--- config.mk ---
export PLATFORM = sky130hd
export DESIGN_NAME = spi_nor_command_sequencer
export DESIGN_NICKNAME = d
export VERILOG_FILES = /design/src/sv/snc_pkg.sv /design/src/sv/snc_seq.sv /design/src/sv/snc_rsp_fifo.sv /design/src/sv/spi_nor_command_sequencer.sv
export SDC_FILE = /design/constraint.sdc
export NUM_CORES = 1
export LEC_CHECK = 0
export ABC_CLOCK_PERIOD_IN_PS = 6300
export BUFFER_PORTS_ARGS = -buffer_cell sky130_fd_sc_hd__clkbuf_2
export CAP_MARGIN = 5
export CORE_MARGIN = 2
export CORE_UTILIZATION = 60
export CTS_CLUSTER_SIZE = 25
export DETAILED_ROUTE_END_ITERATION = 12
export PLACE_DENSITY = 0.88
export SETUP_SLACK_MARGIN = 0.05
export SYNTH_ARGS = -nofsm -noshare
export SYNTH_HDL_FRONTEND = slang
export SYNTH_SLANG_ARGS = --single-unit
--- constraint.sdc ---
create_clock -name clock -period 6.3 [get_ports clock]
set_clock_uncertainty 0.15 [all_clocks]
set_input_delay 0.63 -clock clock [delete_from_list [all_inputs] [get_ports clock]]
set_output_delay 0.63 -clock clock [all_outputs]
set_load 0.005 [all_outputs]
--- src/sv/snc_pkg.sv ---
`timescale 1ns / 1ps
// Shared definitions for the SPI NOR command sequencer.
// Holds mode and action codes, flash opcodes, queue sizing and result types.
package snc_pkg;

   localparam logic [2:0] MODE_STATUS = 3'd0;
   localparam logic [2:0] MODE_ID     = 3'd1;
   localparam logic [2:0] MODE_READ   = 3'd2;
   localparam logic [2:0] MODE_PROG   = 3'd3;
   localparam logic [2:0] MODE_ERASE  = 3'd4;
   localparam logic [2:0] MODE_WDATA  = 3'd5;
   localparam logic [2:0] MODE_RX     = 3'd6;

   localparam logic [2:0] ACT_SEL  = 3'd0;
   localparam logic [2:0] ACT_XCH  = 3'd1;
   localparam logic [2:0] ACT_REL  = 3'd2;
   localparam logic [2:0] ACT_VAL  = 3'd3;
   localparam logic [2:0] ACT_DONE = 3'd4;

   localparam logic [7:0] OP_RDSR  = 8'h05;
   localparam logic [7:0] OP_WREN  = 8'h06;
   localparam logic [7:0] OP_RDID  = 8'h90;
   localparam logic [7:0] OP_READ  = 8'h03;
   localparam logic [7:0] OP_PP    = 8'h02;
   localparam logic [7:0] OP_SE    = 8'h20;
   localparam logic [7:0] OP_DUMMY = 8'hFF;
   localparam logic [7:0] OP_ZERO  = 8'h00;

   localparam logic [15:0] PAGE_BYTES = 16'd256;

   localparam int GRP_MAX   = 3;
   localparam int RSP_DEPTH = 8;
   localparam int RSP_PTR_W = $clog2(RSP_DEPTH);
   localparam int RSP_CNT_W = $clog2(RSP_DEPTH + 1);

   typedef struct packed {
      logic [2:0]  action;
      logic [7:0]  tx_byte;
      logic [15:0] value;
      logic        last;
   } rsp_type;

   typedef struct packed {
      logic [1:0]              cnt;
      rsp_type [GRP_MAX-1:0]   res;
   } grp_type;

endpackage

--- src/sv/snc_seq.sv ---
`timescale 1ns / 1ps
// Command sequencer state machine: turns one accepted request into up to three results.
// Depends on snc_pkg for codes, opcodes and the result group type.
module snc_seq (
   input  logic              clock,
   input  logic              reset,
   input  logic              accept,
   input  logic [2:0]        req_mode,
   input  logic [23:0]       req_address,
   input  logic [15:0]       req_length,
   input  logic [7:0]        req_write_byte,
   input  logic [7:0]        req_rx_byte,
   output snc_pkg::grp_type  grp
);
   import snc_pkg::*;

   typedef enum logic [3:0] {
      PH_IDLE, PH_DATA_WAIT, PH_STAT_CMD, PH_STAT_RD, PH_ID_HDR, PH_ID_RD, PH_CMD,
      PH_RD_DATA, PH_PRE_CMD, PH_PRE_RD, PH_WREN, PH_PROG_BYTE, PH_POST_CMD, PH_POST_RD
   } phase_type;

   phase_type   phase_ff, phase_in;
   logic [2:0]  op_ff, op_in;
   logic [23:0] addr_ff, addr_in;
   logic [15:0] left_ff, left_in;
   logic [1:0]  step_ff, step_in;
   logic [7:0]  idh_ff, idh_in;
   logic [15:0] left_dec;
   logic [7:0]  addr_byte;
   logic [1:0]  n;
   rsp_type [GRP_MAX-1:0] res;

   function automatic rsp_type mk(input logic [2:0] act, input logic [7:0] tx,
                                  input logic [15:0] val);
      rsp_type r;
      r.action  = act;
      r.tx_byte = tx;
      r.value   = val;
      r.last    = 1'b0;
      return r;
   endfunction

   assign left_dec = left_ff - 16'd1;

   always_comb begin
      case (step_ff)
         2'd0:    addr_byte = addr_ff[23:16];
         2'd1:    addr_byte = addr_ff[15:8];
         default: addr_byte = addr_ff[7:0];
      endcase
   end

   always_comb begin
      phase_in = phase_ff;
      op_in    = op_ff;
      addr_in  = addr_ff;
      left_in  = left_ff;
      step_in  = step_ff;
      idh_in   = idh_ff;
      n        = 2'd0;
      res      = '0;
      if (phase_ff == PH_IDLE && req_mode <= MODE_ERASE) begin
         op_in   = req_mode;
         addr_in = req_address;
         step_in = 2'd0;
         left_in = 16'd0;
         res[0]  = mk(ACT_SEL, OP_ZERO, 16'd0);
         n       = 2'd2;
         unique case (req_mode)
            MODE_STATUS: begin
               res[1]   = mk(ACT_XCH, OP_RDSR, 16'd0);
               phase_in = PH_STAT_CMD;
            end
            MODE_ID: begin
               res[1]   = mk(ACT_XCH, OP_RDID, 16'd0);
               phase_in = PH_ID_HDR;
            end
            MODE_READ: begin
               left_in  = req_length;
               res[1]   = mk(ACT_XCH, OP_READ, 16'd0);
               phase_in = PH_CMD;
            end
            default: begin
               if (req_mode == MODE_PROG) begin
                  left_in = (req_length > PAGE_BYTES) ? PAGE_BYTES : req_length;
               end
               res[1]   = mk(ACT_XCH, OP_RDSR, 16'd0);
               phase_in = PH_PRE_CMD;
            end
         endcase
      end else if (req_mode == MODE_WDATA && phase_ff == PH_DATA_WAIT) begin
         res[0]   = mk(ACT_XCH, req_write_byte, 16'd0);
         n        = 2'd1;
         phase_in = PH_PROG_BYTE;
      end else if (req_mode == MODE_RX) begin
         unique case (phase_ff)
            PH_STAT_CMD, PH_PRE_CMD, PH_POST_CMD: begin
               res[0] = mk(ACT_XCH, OP_DUMMY, 16'd0);
               n      = 2'd1;
               if (phase_ff == PH_STAT_CMD) begin
                  phase_in = PH_STAT_RD;
               end else if (phase_ff == PH_PRE_CMD) begin
                  phase_in = PH_PRE_RD;
               end else begin
                  phase_in = PH_POST_RD;
               end
            end
            PH_STAT_RD: begin
               res[0]   = mk(ACT_REL, OP_ZERO, 16'd0);
               res[1]   = mk(ACT_VAL, OP_ZERO, {8'd0, req_rx_byte});
               res[2]   = mk(ACT_DONE, OP_ZERO, 16'd0);
               n        = 2'd3;
               phase_in = PH_IDLE;
            end
            PH_ID_HDR: begin
               n = 2'd1;
               if (step_ff != 2'd3) begin
                  res[0]  = mk(ACT_XCH, OP_ZERO, 16'd0);
                  step_in = step_ff + 2'd1;
               end else begin
                  res[0]   = mk(ACT_XCH, OP_DUMMY, 16'd0);
                  step_in  = 2'd0;
                  phase_in = PH_ID_RD;
               end
            end
            PH_ID_RD: begin
               if (step_ff == 2'd0) begin
                  idh_in  = req_rx_byte;
                  step_in = 2'd1;
                  res[0]  = mk(ACT_XCH, OP_DUMMY, 16'd0);
                  n       = 2'd1;
               end else begin
                  res[0]   = mk(ACT_REL, OP_ZERO, 16'd0);
                  res[1]   = mk(ACT_VAL, OP_ZERO, {idh_ff, req_rx_byte});
                  res[2]   = mk(ACT_DONE, OP_ZERO, 16'd0);
                  n        = 2'd3;
                  step_in  = 2'd0;
                  phase_in = PH_IDLE;
               end
            end
            PH_PRE_RD, PH_POST_RD: begin
               res[0] = mk(ACT_REL, OP_ZERO, 16'd0);
               if (req_rx_byte[0]) begin
                  res[1]   = mk(ACT_SEL, OP_ZERO, 16'd0);
                  res[2]   = mk(ACT_XCH, OP_RDSR, 16'd0);
                  n        = 2'd3;
                  phase_in = (phase_ff == PH_PRE_RD) ? PH_PRE_CMD : PH_POST_CMD;
               end else if (phase_ff == PH_PRE_RD) begin
                  res[1]   = mk(ACT_SEL, OP_ZERO, 16'd0);
                  res[2]   = mk(ACT_XCH, OP_WREN, 16'd0);
                  n        = 2'd3;
                  phase_in = PH_WREN;
               end else begin
                  res[1]   = mk(ACT_DONE, OP_ZERO, 16'd0);
                  n        = 2'd2;
                  phase_in = PH_IDLE;
               end
            end
            PH_WREN: begin
               res[0]   = mk(ACT_REL, OP_ZERO, 16'd0);
               res[1]   = mk(ACT_SEL, OP_ZERO, 16'd0);
               res[2]   = mk(ACT_XCH, (op_ff == MODE_PROG) ? OP_PP : OP_SE, 16'd0);
               n        = 2'd3;
               step_in  = 2'd0;
               phase_in = PH_CMD;
            end
            PH_CMD: begin
               if (step_ff != 2'd3) begin
                  res[0]  = mk(ACT_XCH, addr_byte, 16'd0);
                  n       = 2'd1;
                  step_in = step_ff + 2'd1;
               end else begin
                  step_in = 2'd0;
                  if (op_ff == MODE_READ) begin
                     if (left_ff != 16'd0) begin
                        res[0]   = mk(ACT_XCH, OP_DUMMY, 16'd0);
                        n        = 2'd1;
                        phase_in = PH_RD_DATA;
                     end else begin
                        res[0]   = mk(ACT_REL, OP_ZERO, 16'd0);
                        res[1]   = mk(ACT_DONE, OP_ZERO, 16'd0);
                        n        = 2'd2;
                        phase_in = PH_IDLE;
                     end
                  end else if (op_ff == MODE_PROG && left_ff != 16'd0) begin
                     phase_in = PH_DATA_WAIT;
                  end else begin
                     res[0]   = mk(ACT_REL, OP_ZERO, 16'd0);
                     res[1]   = mk(ACT_SEL, OP_ZERO, 16'd0);
                     res[2]   = mk(ACT_XCH, OP_RDSR, 16'd0);
                     n        = 2'd3;
                     phase_in = PH_POST_CMD;
                  end
               end
            end
            PH_RD_DATA: begin
               res[0]  = mk(ACT_VAL, OP_ZERO, {8'd0, req_rx_byte});
               left_in = left_dec;
               if (left_dec != 16'd0) begin
                  res[1] = mk(ACT_XCH, OP_DUMMY, 16'd0);
                  n      = 2'd2;
               end else begin
                  res[1]   = mk(ACT_REL, OP_ZERO, 16'd0);
                  res[2]   = mk(ACT_DONE, OP_ZERO, 16'd0);
                  n        = 2'd3;
                  phase_in = PH_IDLE;
               end
            end
            PH_PROG_BYTE: begin
               left_in = left_dec;
               if (left_dec != 16'd0) begin
                  phase_in = PH_DATA_WAIT;
               end else begin
                  res[0]   = mk(ACT_REL, OP_ZERO, 16'd0);
                  res[1]   = mk(ACT_SEL, OP_ZERO, 16'd0);
                  res[2]   = mk(ACT_XCH, OP_RDSR, 16'd0);
                  n        = 2'd3;
                  phase_in = PH_POST_CMD;
               end
            end
            default: begin
               phase_in = phase_ff;
            end
         endcase
      end
      if (n != 2'd0) begin
         res[n - 2'd1].last = 1'b1;
      end
   end

   assign grp.cnt = accept ? n : 2'd0;
   assign grp.res = res;

   always_ff @(posedge clock) begin
      if (reset) begin
         phase_ff <= PH_IDLE;
         op_ff    <= 3'd0;
         addr_ff  <= 24'd0;
         left_ff  <= 16'd0;
         step_ff  <= 2'd0;
         idh_ff   <= 8'd0;
      end else if (accept) begin
         phase_ff <= phase_in;
         op_ff    <= op_in;
         addr_ff  <= addr_in;
         left_ff  <= left_in;
         step_ff  <= step_in;
         idh_ff   <= idh_in;
      end
   end

endmodule

--- src/sv/snc_rsp_fifo.sv ---
`timescale 1ns / 1ps
// Result queue: takes a group of up to three results per cycle, hands out one per cycle while rsp_stall is low.
// Depends on snc_pkg for the result types and queue sizing.
module snc_rsp_fifo (
   input  logic              clock,
   input  logic              reset,
   input  snc_pkg::grp_type  grp,
   output logic              room,
   output logic              rsp_valid,
   input  logic              rsp_stall,
   output snc_pkg::rsp_type  head
);
   import snc_pkg::*;

   rsp_type                mem_ff [RSP_DEPTH];
   logic [RSP_PTR_W-1:0]   wr_ptr_ff, wr_ptr_in;
   logic [RSP_PTR_W-1:0]   rd_ptr_ff, rd_ptr_in;
   logic [RSP_CNT_W-1:0]   count_ff, count_in;
   logic                   pop;

   assign rsp_valid = (count_ff != '0);
   assign pop       = rsp_valid && !rsp_stall;
   assign room      = (count_ff <= RSP_CNT_W'(RSP_DEPTH - GRP_MAX));
   assign head      = mem_ff[rd_ptr_ff];

   assign wr_ptr_in = wr_ptr_ff + RSP_PTR_W'(grp.cnt);
   assign rd_ptr_in = rd_ptr_ff + RSP_PTR_W'(pop);
   assign count_in  = count_ff + RSP_CNT_W'(grp.cnt) - RSP_CNT_W'(pop);

   always_ff @(posedge clock) begin
      for (int i = 0; i < GRP_MAX; i++) begin
         if (i < int'(grp.cnt)) begin
            mem_ff[wr_ptr_ff + RSP_PTR_W'(i)] <= grp.res[i];
         end
      end
   end

   always_ff @(posedge clock) begin
      if (reset) begin
         wr_ptr_ff <= '0;
         rd_ptr_ff <= '0;
         count_ff  <= '0;
      end else begin
         wr_ptr_ff <= wr_ptr_in;
         rd_ptr_ff <= rd_ptr_in;
         count_ff  <= count_in;
      end
   end

endmodule

--- src/sv/spi_nor_command_sequencer.sv ---
`timescale 1ns / 1ps
// SPI NOR command sequencer top level: sequencer state machine and result queue.
// The results of a request enter the result queue at the clock edge that accepts it.
// Throughput: one request per cycle while the eight-entry result queue holds at most five;
// results leave at one per cycle while rsp_stall is low, so three-result requests are paced by the queue output.
// Reset: synchronous; clears the sequencer to idle and empties the result queue.
// Depends on snc_pkg, snc_seq and snc_rsp_fifo.
module spi_nor_command_sequencer (
   input  logic        clock,
   input  logic        reset,
   input  logic        req_valid,
   output logic        req_stall,
   input  logic [2:0]  req_mode,
   input  logic [23:0] req_address,
   input  logic [15:0] req_length,
   input  logic [7:0]  req_write_byte,
   input  logic [7:0]  req_rx_byte,
   output logic        rsp_valid,
   input  logic        rsp_stall,
   output logic [2:0]  rsp_action,
   output logic [7:0]  rsp_tx_byte,
   output logic [15:0] rsp_value,
   output logic        rsp_last
);
   import snc_pkg::*;

   grp_type grp;
   rsp_type head;
   logic    room;
   logic    accept;

   assign req_stall = !room;
   assign accept    = req_valid && room;

   snc_seq u_seq (
      .clock          (clock),
      .reset          (reset),
      .accept         (accept),
      .req_mode       (req_mode),
      .req_address    (req_address),
      .req_length     (req_length),
      .req_write_byte (req_write_byte),
      .req_rx_byte    (req_rx_byte),
      .grp            (grp)
   );

   snc_rsp_fifo u_fifo (
      .clock     (clock),
      .reset     (reset),
      .grp       (grp),
      .room      (room),
      .rsp_valid (rsp_valid),
      .rsp_stall (rsp_stall),
      .head      (head)
   );

   assign rsp_action  = head.action;
   assign rsp_tx_byte = head.tx_byte;
   assign rsp_value   = head.value;
   assign rsp_last    = head.last;

endmodule

### Word-level counts from Yosys, hierarchy flattened

Memory sizes are Yosys's and may differ from the RTL's. A register that Yosys moved wholly into a read port is not among the register bits.
Index checks and enable logic that the tools add are counted.

| word-level totals | value |
|---|---|
| bits in registers | 67 |
| memory bits (writable) | 224 |
| input port bits | 63 |
| output and inout port bits | 30 |
| word-level logic and storage cells | 177 |
| memories | 1 |

| cells by class | value |
|---|---|
| add/subtract/negate cells | 9 |
| magnitude comparators | 8 |
| equal/unequal tests | 27 |
| mux-type cells | 88 |
| bitwise operators | 2 |
| reduce and logical (&&, ||, !) cells | 33 |

Memory list:

| memory | depth | bits a word | read ports | clocked after memory_dff | wr ports | RTL line | RTL |
|---|---|---|---|---|---|---|---|
| u_fifo.mem_ff | 8 | 28 | 1 | 1 | 3 | snc_rsp_fifo.sv:15 | `rsp_type mem_ff [RSP_DEPTH];` |

Operators with widths:

| cell | count |
|---|---|
| 84-bit two-way mux | 8 |
| 56-bit one-hot mux with 7 select lines | 1 |
| 56-bit two-way mux | 5 |
| 28-bit two-way mux | 7 |
| 28-bit one-hot mux with 7 select lines | 1 |
| 82-bit two-way mux | 2 |
| 16-bit two-way mux | 6 |
| 84-bit bitwise mux | 1 |
| 27-bit two-way mux | 3 |
| 28-bit demux with 2-bit select | 1 |
| 54-bit two-way mux | 1 |
| 4-bit two-way mux | 13 |
| 25-bit one-hot mux with 2 select lines | 1 |
| 4-bit one-hot mux with 9 select lines | 1 |
| 16-bit one-hot mux with 2 select lines | 1 |
| 16-bit nonzero test | 2 |
| 2-bit two-way mux | 15 |
| 26-bit two-way mux | 1 |
| 25-bit two-way mux | 1 |
| 4-bit equality test, second input constant | 6 |
| 4-bit by 3-bit equality test with 1-bit output, second input constant | 4 |
| 16-bit by 9-bit greater-than comparator with 1-bit output, second input constant | 1 |
| 4-bit by 2-bit inequality test with 1-bit output, second input constant | 4 |
| 8-bit one-hot mux with 2 select lines | 1 |
| other kinds (46) | 80 |

### Depth between registers and ports, before layout

Gate-level depths: netlist of the first run.

| logic depth | value |
|---|---|
| depth in word-level cells | 17 |
| depth in mapped cells | 18 |
| mapped depth without buffers | 16 |

### Hierarchy

A second synthesis of the first run with hierarchy kept.

| unflattened totals | value |
|---|---|
| cell total of the unflattened synthesis | 2255 |
| area, all modules | 20115.5 um^2 |

By module, submodules not included:

| module | instances | cells an instance | area an instance (um^2) | seq. area each (um^2) |
|---|---|---|---|---|
| snc_rsp_fifo | 1 | 1655 | 15855.2 | 6926.6 |
| snc_seq | 1 | 598 | 4250.3 | 1141.1 |
| spi_nor_command_sequencer | 1 | 2 | 10.0 | 0.0 |

### Worst setup path after synthesis of the first run

No wires, ideal clock.

| timing path | value |
|---|---|
| kind | flip-flop to flip-flop |
| from | reg u_seq.left_ff[0] |
| to | mem u_fifo.mem_ff[0][0] (netlist name) (enable) |
| library setup time | 419 ps |
| arrival | 4036 ps |
| data required time | 5731 ps |
| path slack | 1695 ps |
| cell stages (with the launch flop) | 14 |
| path buffers | 3 |
| clock period less this slack | 4605 ps |
| path through | dfxtp_1 -> clkbuf_1 -> inv_1 -> ha_1 -> clkbuf_1 -> nor3b_1 -> and4b_1 -> xnor2_1 -> nand4_1 -> nor2_1 -> a21oi_1 -> nor2b_1 -> clkbuf_1 -> o21bai_1 |

RTL lines:

| item | RTL line | RTL |
|---|---|---|
| start: declaration | snc_seq.sv:25 | `logic [15:0] left_ff, left_in;` |
| start signal: assignment | snc_seq.sv:246 | `left_ff <= left_in;` |
| end: declaration | snc_rsp_fifo.sv:15 |  |

==> results of run 1 <==
-- synthesized netlist by cell type, types with 9 or more instances --
cell	count
ha_1	16
nand3_1	15
a22oi_1	13
o211ai_1	15
mux2_2	28
buf_1	9
mux4_2	56
nor2_1	138
edfxtp_1	224
o21bai_1	11
buf_2	16
o21ai_0	101
nand2_1	169
o21ai_1	13
mux2i_1	11
dfxtp_1	67
o22ai_1	82
nor2b_1	16
inv_1	23
nor3_1	24
nor4_1	9
a21oi_1	65
clkbuf_1	66
-- registers in the layout, indices dropped and copies added, names as in the netlist --
signal and cells:
u_fifo.count_ff 4, u_fifo.mem_ff 224, u_fifo.wr_ptr_ff 3, u_seq.phase_ff 4, u_seq.step_ff 2, u_seq.idh_ff 8
u_seq.op_ff 3, u_fifo.rd_ptr_ff 3, u_seq.left_ff 16, u_seq.addr_ff 24
-- cells by family after synthesis --
group	Yosys count	synth area share (%)
muxes	95	11.2
AOI/OAI and AO/OA	388	16.4
adders and majority gates	18	1.60
and+or+nand+nor	429	13.0
xor gates and xnor gates	15	0.874
DFF	291	53.7
buffers and inverters	119	3.26
-- worst paths after layout --
check | from | end | slack [ns] | cells past startpoint
setup / recovery | u_seq.left_ff[0] | u_fifo.mem_ff[4][20] | 1.02 | 10
hold reg to reg | u_seq.addr_ff[2] | u_seq.addr_ff[2] | 0.31 | 2
hold / removal | req_address[23] | u_seq.addr_ff[23] | 0.13 | 3
setup reg to reg | u_seq.left_ff[0] | u_fifo.mem_ff[4][20] | 1.02 | 10
-- worst register-to-register path, cell delays in order (launching register included) --
cell       delay, ns
dfxtp_1         0.58
inv_1           0.12
ha_1            0.33
a22o_1          0.24
a2111oi_1       0.52
nand4_1         0.37
nor3_1          0.62
o21ai_2         0.45
o21ai_1         0.67
o21bai_2        0.46
buf_4           0.44
-- cell type report --
cell class,count,share of cell area [%]
clock inverter,11,0.450
clock buffer,43,5.79
sequential,291,48.4
inverter,23,0.517
tap,324,2.43
multi-input combinational,945,39.0
timing repair buffer,108,3.48
-- layer usage --
layer | track usage (%) | vias up
met1 | 44.7 | 5730
met2 | 51.4 | 1122
met5 | 0 | -
met3 | 7.41 | 184
met4 | 13.3 | 0
li1 | - | 5258
-- metrics by stage --
step | util, % | cells | setup slack (ns)
2_1_floorplan | - | 1355 | 1.69
3_3_place_gp | 64.0 | 1691 | 1.50
3_5_place_dp | 64.0 | 1691 | 1.24
4_1_cts | 68.3 | 1745 | 1.21
5_1_grt | 68.3 | 1745 | 0.856
6_report | 68.3 | 1745 | 1.02
-- power groups by stage --
| stage | combinational, mW | clock [mW] | sequential, mW |
|---|---|---|---|
| global placement | 1.76 | 0 | 2.47 |
| global route | 2.00 | 1.90 | 2.48 |
| finish | 1.85 | 1.84 | 2.45 |
| floorplan | 1.42 | 0 | 2.34 |
| CTS | 1.82 | 1.83 | 2.45 |
| detailed placement | 1.80 | 0 | 2.49 |
==> impl_metrics.toml, run 1 <==
[run_status]
status = "complete, no violations"

[routing]
topRoutingLayerUsed = "met4"
wire_per_inst_um = 24.7
drtIter0Drc = 2063
antenna_left = 0
wl_met2_um = 19700
route.detailed.drc = 0
routed_wl_um = 43100
num_vias = 12300
first_pass_iters = 7
met3_length_um = 6100
viasPerCell = 7.05
drt-met1-wl_um = 15500

[clock_network]
cts_tree = "done"
cts-root-buf = "clkbuf_16"
postCtsHoldBufs = 0
clockBufferDepth = 3
post_cts_resized = 0
clock-sinks = 291
post_cts_buffers = 0
insertion_delay_ns = 0.57
cts_made_buffers = 29
clk_pin_slew_worst_paths_ns = 0.07
h-tree-depth = 1

[worst_setup_path]
crit_path_start_kind = "flop"
critical_path.top_delay_family = "compound AO/OA/AOI/OAI gates"
crit_required_ns = 6.38
crit_chain = "inv_1 -> ha_1 -> a22o_1 -> a2111oi_1 -> nand4_1 -> nor3_1 -> o21ai_2 -> o21ai_1 -> o21bai_2 -> buf_4"
cp_slowest_cell = "o21ai_1"
cpPeakStageDelay_ns = 0.66
path_class = "flop to flop"
worst-path-max-fanout = 22
crit_path_end_kind = "flop"
cp.arrival_ns = 5.36
path_buf_inv = 2

[timing]
worst_pin_slew_ns = 1.39
finalCritPeriodShare_pct = 83.8
post-route-min-period_ns = 5.28
fmax_ghz = 0.189
holdWs_ns = 0.129
fin_tns_setup_ns = 0
grt_setup_unrepaired = "false"
maxSlewViolCount = 0
slew_headroom_pct = 7.37
setup_viol = 0
hold_viol = 0

[pwr]
power.density_nw_per_um2 = 368
p_int_mw = 4.09
p_switching_mw = 2.05
finalPower_mw = 6.14
vdd_ir_drop_max_v = 0.000273
seq_power_share_pct = 39.9
p_leak_nw = 5.72
p_clk_share_pct = 30.0
switching_share_pct = 33.4
comb_power_share_pct = 30.1

[run]
drv_cap = 0

[placement]
dp_hpwl_um = 28500
gp_congestion = 1.01
placed_area_sq_um = 15700
numPortBuffers = 92

[global_routing]
grt_pass1_vias = 11800
grt_max_degree = 68
globalRouteTotalUtil_pct = 32.7
grt_pass1_wl_um = 66400
overflow = 0
antenna_found_initial = 1

[finish]
synthToLayoutAreaGrowth_pct = 11.1
stdcell_area_sq_um = 16700
fillers = 1690
diodes = 0
multi_input_area_sq_um = 6510
regArea_sq_um = 8070
nets = 1479
mostFrequentLayoutCell = "edfxtp_1"
mostFrequentLayoutCells = "edfxtp_1, nand2_1, nor2_1"
drive_gt1_share_pct = 19.8

[synthesis]
ys_types = 79
syn-cell-area_sq_um = 15000
syn_nets = 1436
synth_top_area_cell = "edfxtp_1"
synth_seq_cells = 291
synth-main-ff-cell = "edfxtp_1"
synth_area_leaders = "edfxtp_1, dfxtp_1, mux4_2"
ys_seq_area_share_pct = 53.7
avgSynthCellArea_sq_um = 11.1
synth_top_area_share_pct = 44.8
postSynthCellCount = 1355
synthArstFlopShare_pct = 0
yosysWarnings = 0
synth_edf_count = 224

[worst_hold_path]
min_path_type = "input port to flop"

[floorplanning]
die_h_um = 162
dieArea_sq_um = 26300
ios = 93
core_area_sq_um = 24500
start_util_pct = 61.4
rows = 57
die_w_um = 162
Note: power is estimated with default switching activity, not from simulation.
==> run 2: changes to the inputs <==
--- a/config.mk
+++ b/config.mk
@@ -5,7 +5,7 @@
 export SDC_FILE = /design/constraint.sdc
 export NUM_CORES = 1
 export LEC_CHECK = 0
-export ABC_CLOCK_PERIOD_IN_PS = 6300
+export ABC_CLOCK_PERIOD_IN_PS = 5000
 export BUFFER_PORTS_ARGS = -buffer_cell sky130_fd_sc_hd__clkbuf_2
 export CAP_MARGIN = 5
 export CORE_MARGIN = 2
==> constraint.sdc (replaced) <==
create_clock -name clock -period 5 [get_ports clock]
set_clock_uncertainty 0.15 [all_clocks]
set_input_delay 0.5 -clock clock [delete_from_list [all_inputs] [get_ports clock]]
set_output_delay 0.5 -clock clock [all_outputs]
set_load 0.005 [all_outputs]
==> impl_metrics.toml, run 2 (synthesized netlist as in run 1, its figures left out) <==
[run_status]
status = "complete, no violations"

[global_routing]
top_usage_layer = "met2"
grt_pass1_vias = 12100
antenna_found_initial = 1
grtUsageMet2_pct = 53.3
grtUsageMet1_pct = 44.4
grt_pass1_wl_um = 68400
grt_max_degree = 68
overflow = 0
globalRouteTotalUtil_pct = 33.7
grt_use_met3_pct = 7.76

[timing]
fmax_ghz = 0.217
maxSlewViolCount = 0
slew_headroom_pct = 11.7
grt_setup_unrepaired = "false"
setup_viol = 0
fin_tns_setup_ns = 0
worst_pin_slew_ns = 1.32
finalCritPeriodShare_pct = 92.2
post-route-min-period_ns = 4.61
hold_viol = 0

[clock_network]
cts_made_buffers = 28
h-tree-depth = 1
insertion_delay_ns = 0.56
cts_tree = "done"
cts-root-buf = "clkbuf_16"
clock-sinks = 291
clk_pin_slew_worst_paths_ns = 0.06
clockBufferDepth = 3

[finish]
nets = 1508
mostFrequentLayoutCell = "edfxtp_1"
mostFrequentLayoutCells = "edfxtp_1, nand2_1, nor2_1"
utilization_pct = 68.8
drive_gt1_share_pct = 20.9
synthToLayoutAreaGrowth_pct = 12.0
largest_reg_flops = 224
top_register = "u_fifo.mem_ff"
stdcell_area_sq_um = 16800
final_cell_count_no_fill = 1774
top_regs = "u_fifo.mem_ff x224, u_seq.addr_ff x24, u_seq.left_ff x16"

[floorplanning]
ios = 93
start_util_pct = 61.4
die_h_um = 162
die_w_um = 162
rows = 57
core_area_sq_um = 24500
dieArea_sq_um = 26300

[worst_hold_path]
min_path_type = "input port to flop"

[placement]
dp_cells = 1720
placed_area_sq_um = 15900
numPortBuffers = 92
gp_congestion = 0.969
dp_hpwl_um = 28600

[worst_setup_path]
reg2reg_slack_ns = 0.39
r2r_end = "u_fifo.count_ff[3]"
crit_path_start_kind = "flop"
r2r-start = "u_seq.left_ff[0]"
startpoint = "u_seq.left_ff[0]"
endpoint = "u_fifo.count_ff[3]"
crit_required_ns = 5.26
crit_path_end_kind = "flop"
path_class = "flop to flop"
worst-path-max-fanout = 13
reg2regPathDepth = 15
cp.arrival_ns = 4.87

[pwr]
power.density_nw_per_um2 = 451
p_leak_nw = 5.79
vdd_ir_drop_max_v = 0.000318

[routing]
antenna_left = 0
viasPerCell = 7.03
num_vias = 12500
route.detailed.drc = 0
drtIter0Drc = 2115
first_pass_iters = 7
routed_wl_um = 44100
wire_per_inst_um = 24.9

[run]
drv_cap = 0
-- run 2: worst min-delay path by stage --
stage / slack [ns] / end / cells past startpoint / from
after floorplan: 0.29 / u_seq.addr_ff[10] / 2 / u_seq.addr_ff[10]
after global placement: 0.29 / u_seq.addr_ff[23] / 2 / u_seq.addr_ff[23]
after detailed placement: 0.30 / u_seq.addr_ff[10] / 2 / u_seq.addr_ff[10]
after CTS: 0.006 / u_seq.addr_ff[12] / 3 / req_address[12]
after global routing: 0.02 / u_seq.addr_ff[14] / 3 / req_address[14]
final: 0.005 / u_seq.addr_ff[12] / 3 / req_address[12]
-- run 2: area by class of cell --
| class | count | area (sq um) |
|---|---|---|
| Sequential cell | 291 | 8070 |
| Fill cell | 1711 | 7640 |
| Multi-Input combinational cell | 945 | 6510 |
| Timing Repair Buffer | 138 | 821 |
| Clock buffer | 41 | 811 |
| Tap cell | 324 | 405 |
| Clock inverter | 11 | 111 |
| Inverter | 23 | 86.3 |
| Antenna cell | 1 | 2.50 |
-- run 2: per-stage QoR --
| stage | hold WS (ns) | total power [mW] | setup slack, ns |
|---|---|---|---|
| 4_1_cts | 0.00561 | 7.54 | 0.499 |
| 5_1_grt | 0.0178 | 7.90 | 0.109 |
| 3_5_place_dp | 0.296 | 5.44 | 0.526 |
| 2_1_floorplan | 0.286 | 4.74 | 0.395 |
| 6_report | 0.00473 | 7.59 | 0.390 |
| 3_3_place_gp | 0.295 | 5.38 | 0.640 |
-- run 2: routing by layer --
layer	vias to the layer above	wire length [um]
met5	-	0
met4	0	2700
met3	261	5850
met2	1078	20100
met1	5808	15500
li1	5329	-
-- run 2: worst max-delay path, cell delays in order (launching register included) --
cell and delay, ns:
dfxtp_1 0.57, inv_1 0.11, ha_1 0.35, a22o_1 0.24, a2111oi_1 0.51, nand4_1 0.39, or3_4 0.54, nand2_2 0.20
nand2_1 0.15, ha_1 0.37, inv_1 0.06, ha_1 0.28, a21o_1 0.18, a21oi_1 0.17, xnor2_1 0.14, nor2_1 0.06
-- run 2: report_power, final --
| group | total, mW | switching (mW) | internal [mW] |
|---|---|---|---|
| sequential | 3.05 | 0.233 | 2.81 |
| clock | 2.12 | 0.936 | 1.18 |
| combinational | 2.43 | 1.41 | 1.02 |
-- run 2: what timing repair did --
action / in CTS / in global routing
buffers inserted: 0 / 0
hold buffers: 1 / 0
resized for setup: 0 / 1
endpoints found under the hold margin: 1 / 0
setup endpoints to repair: 0 / 1
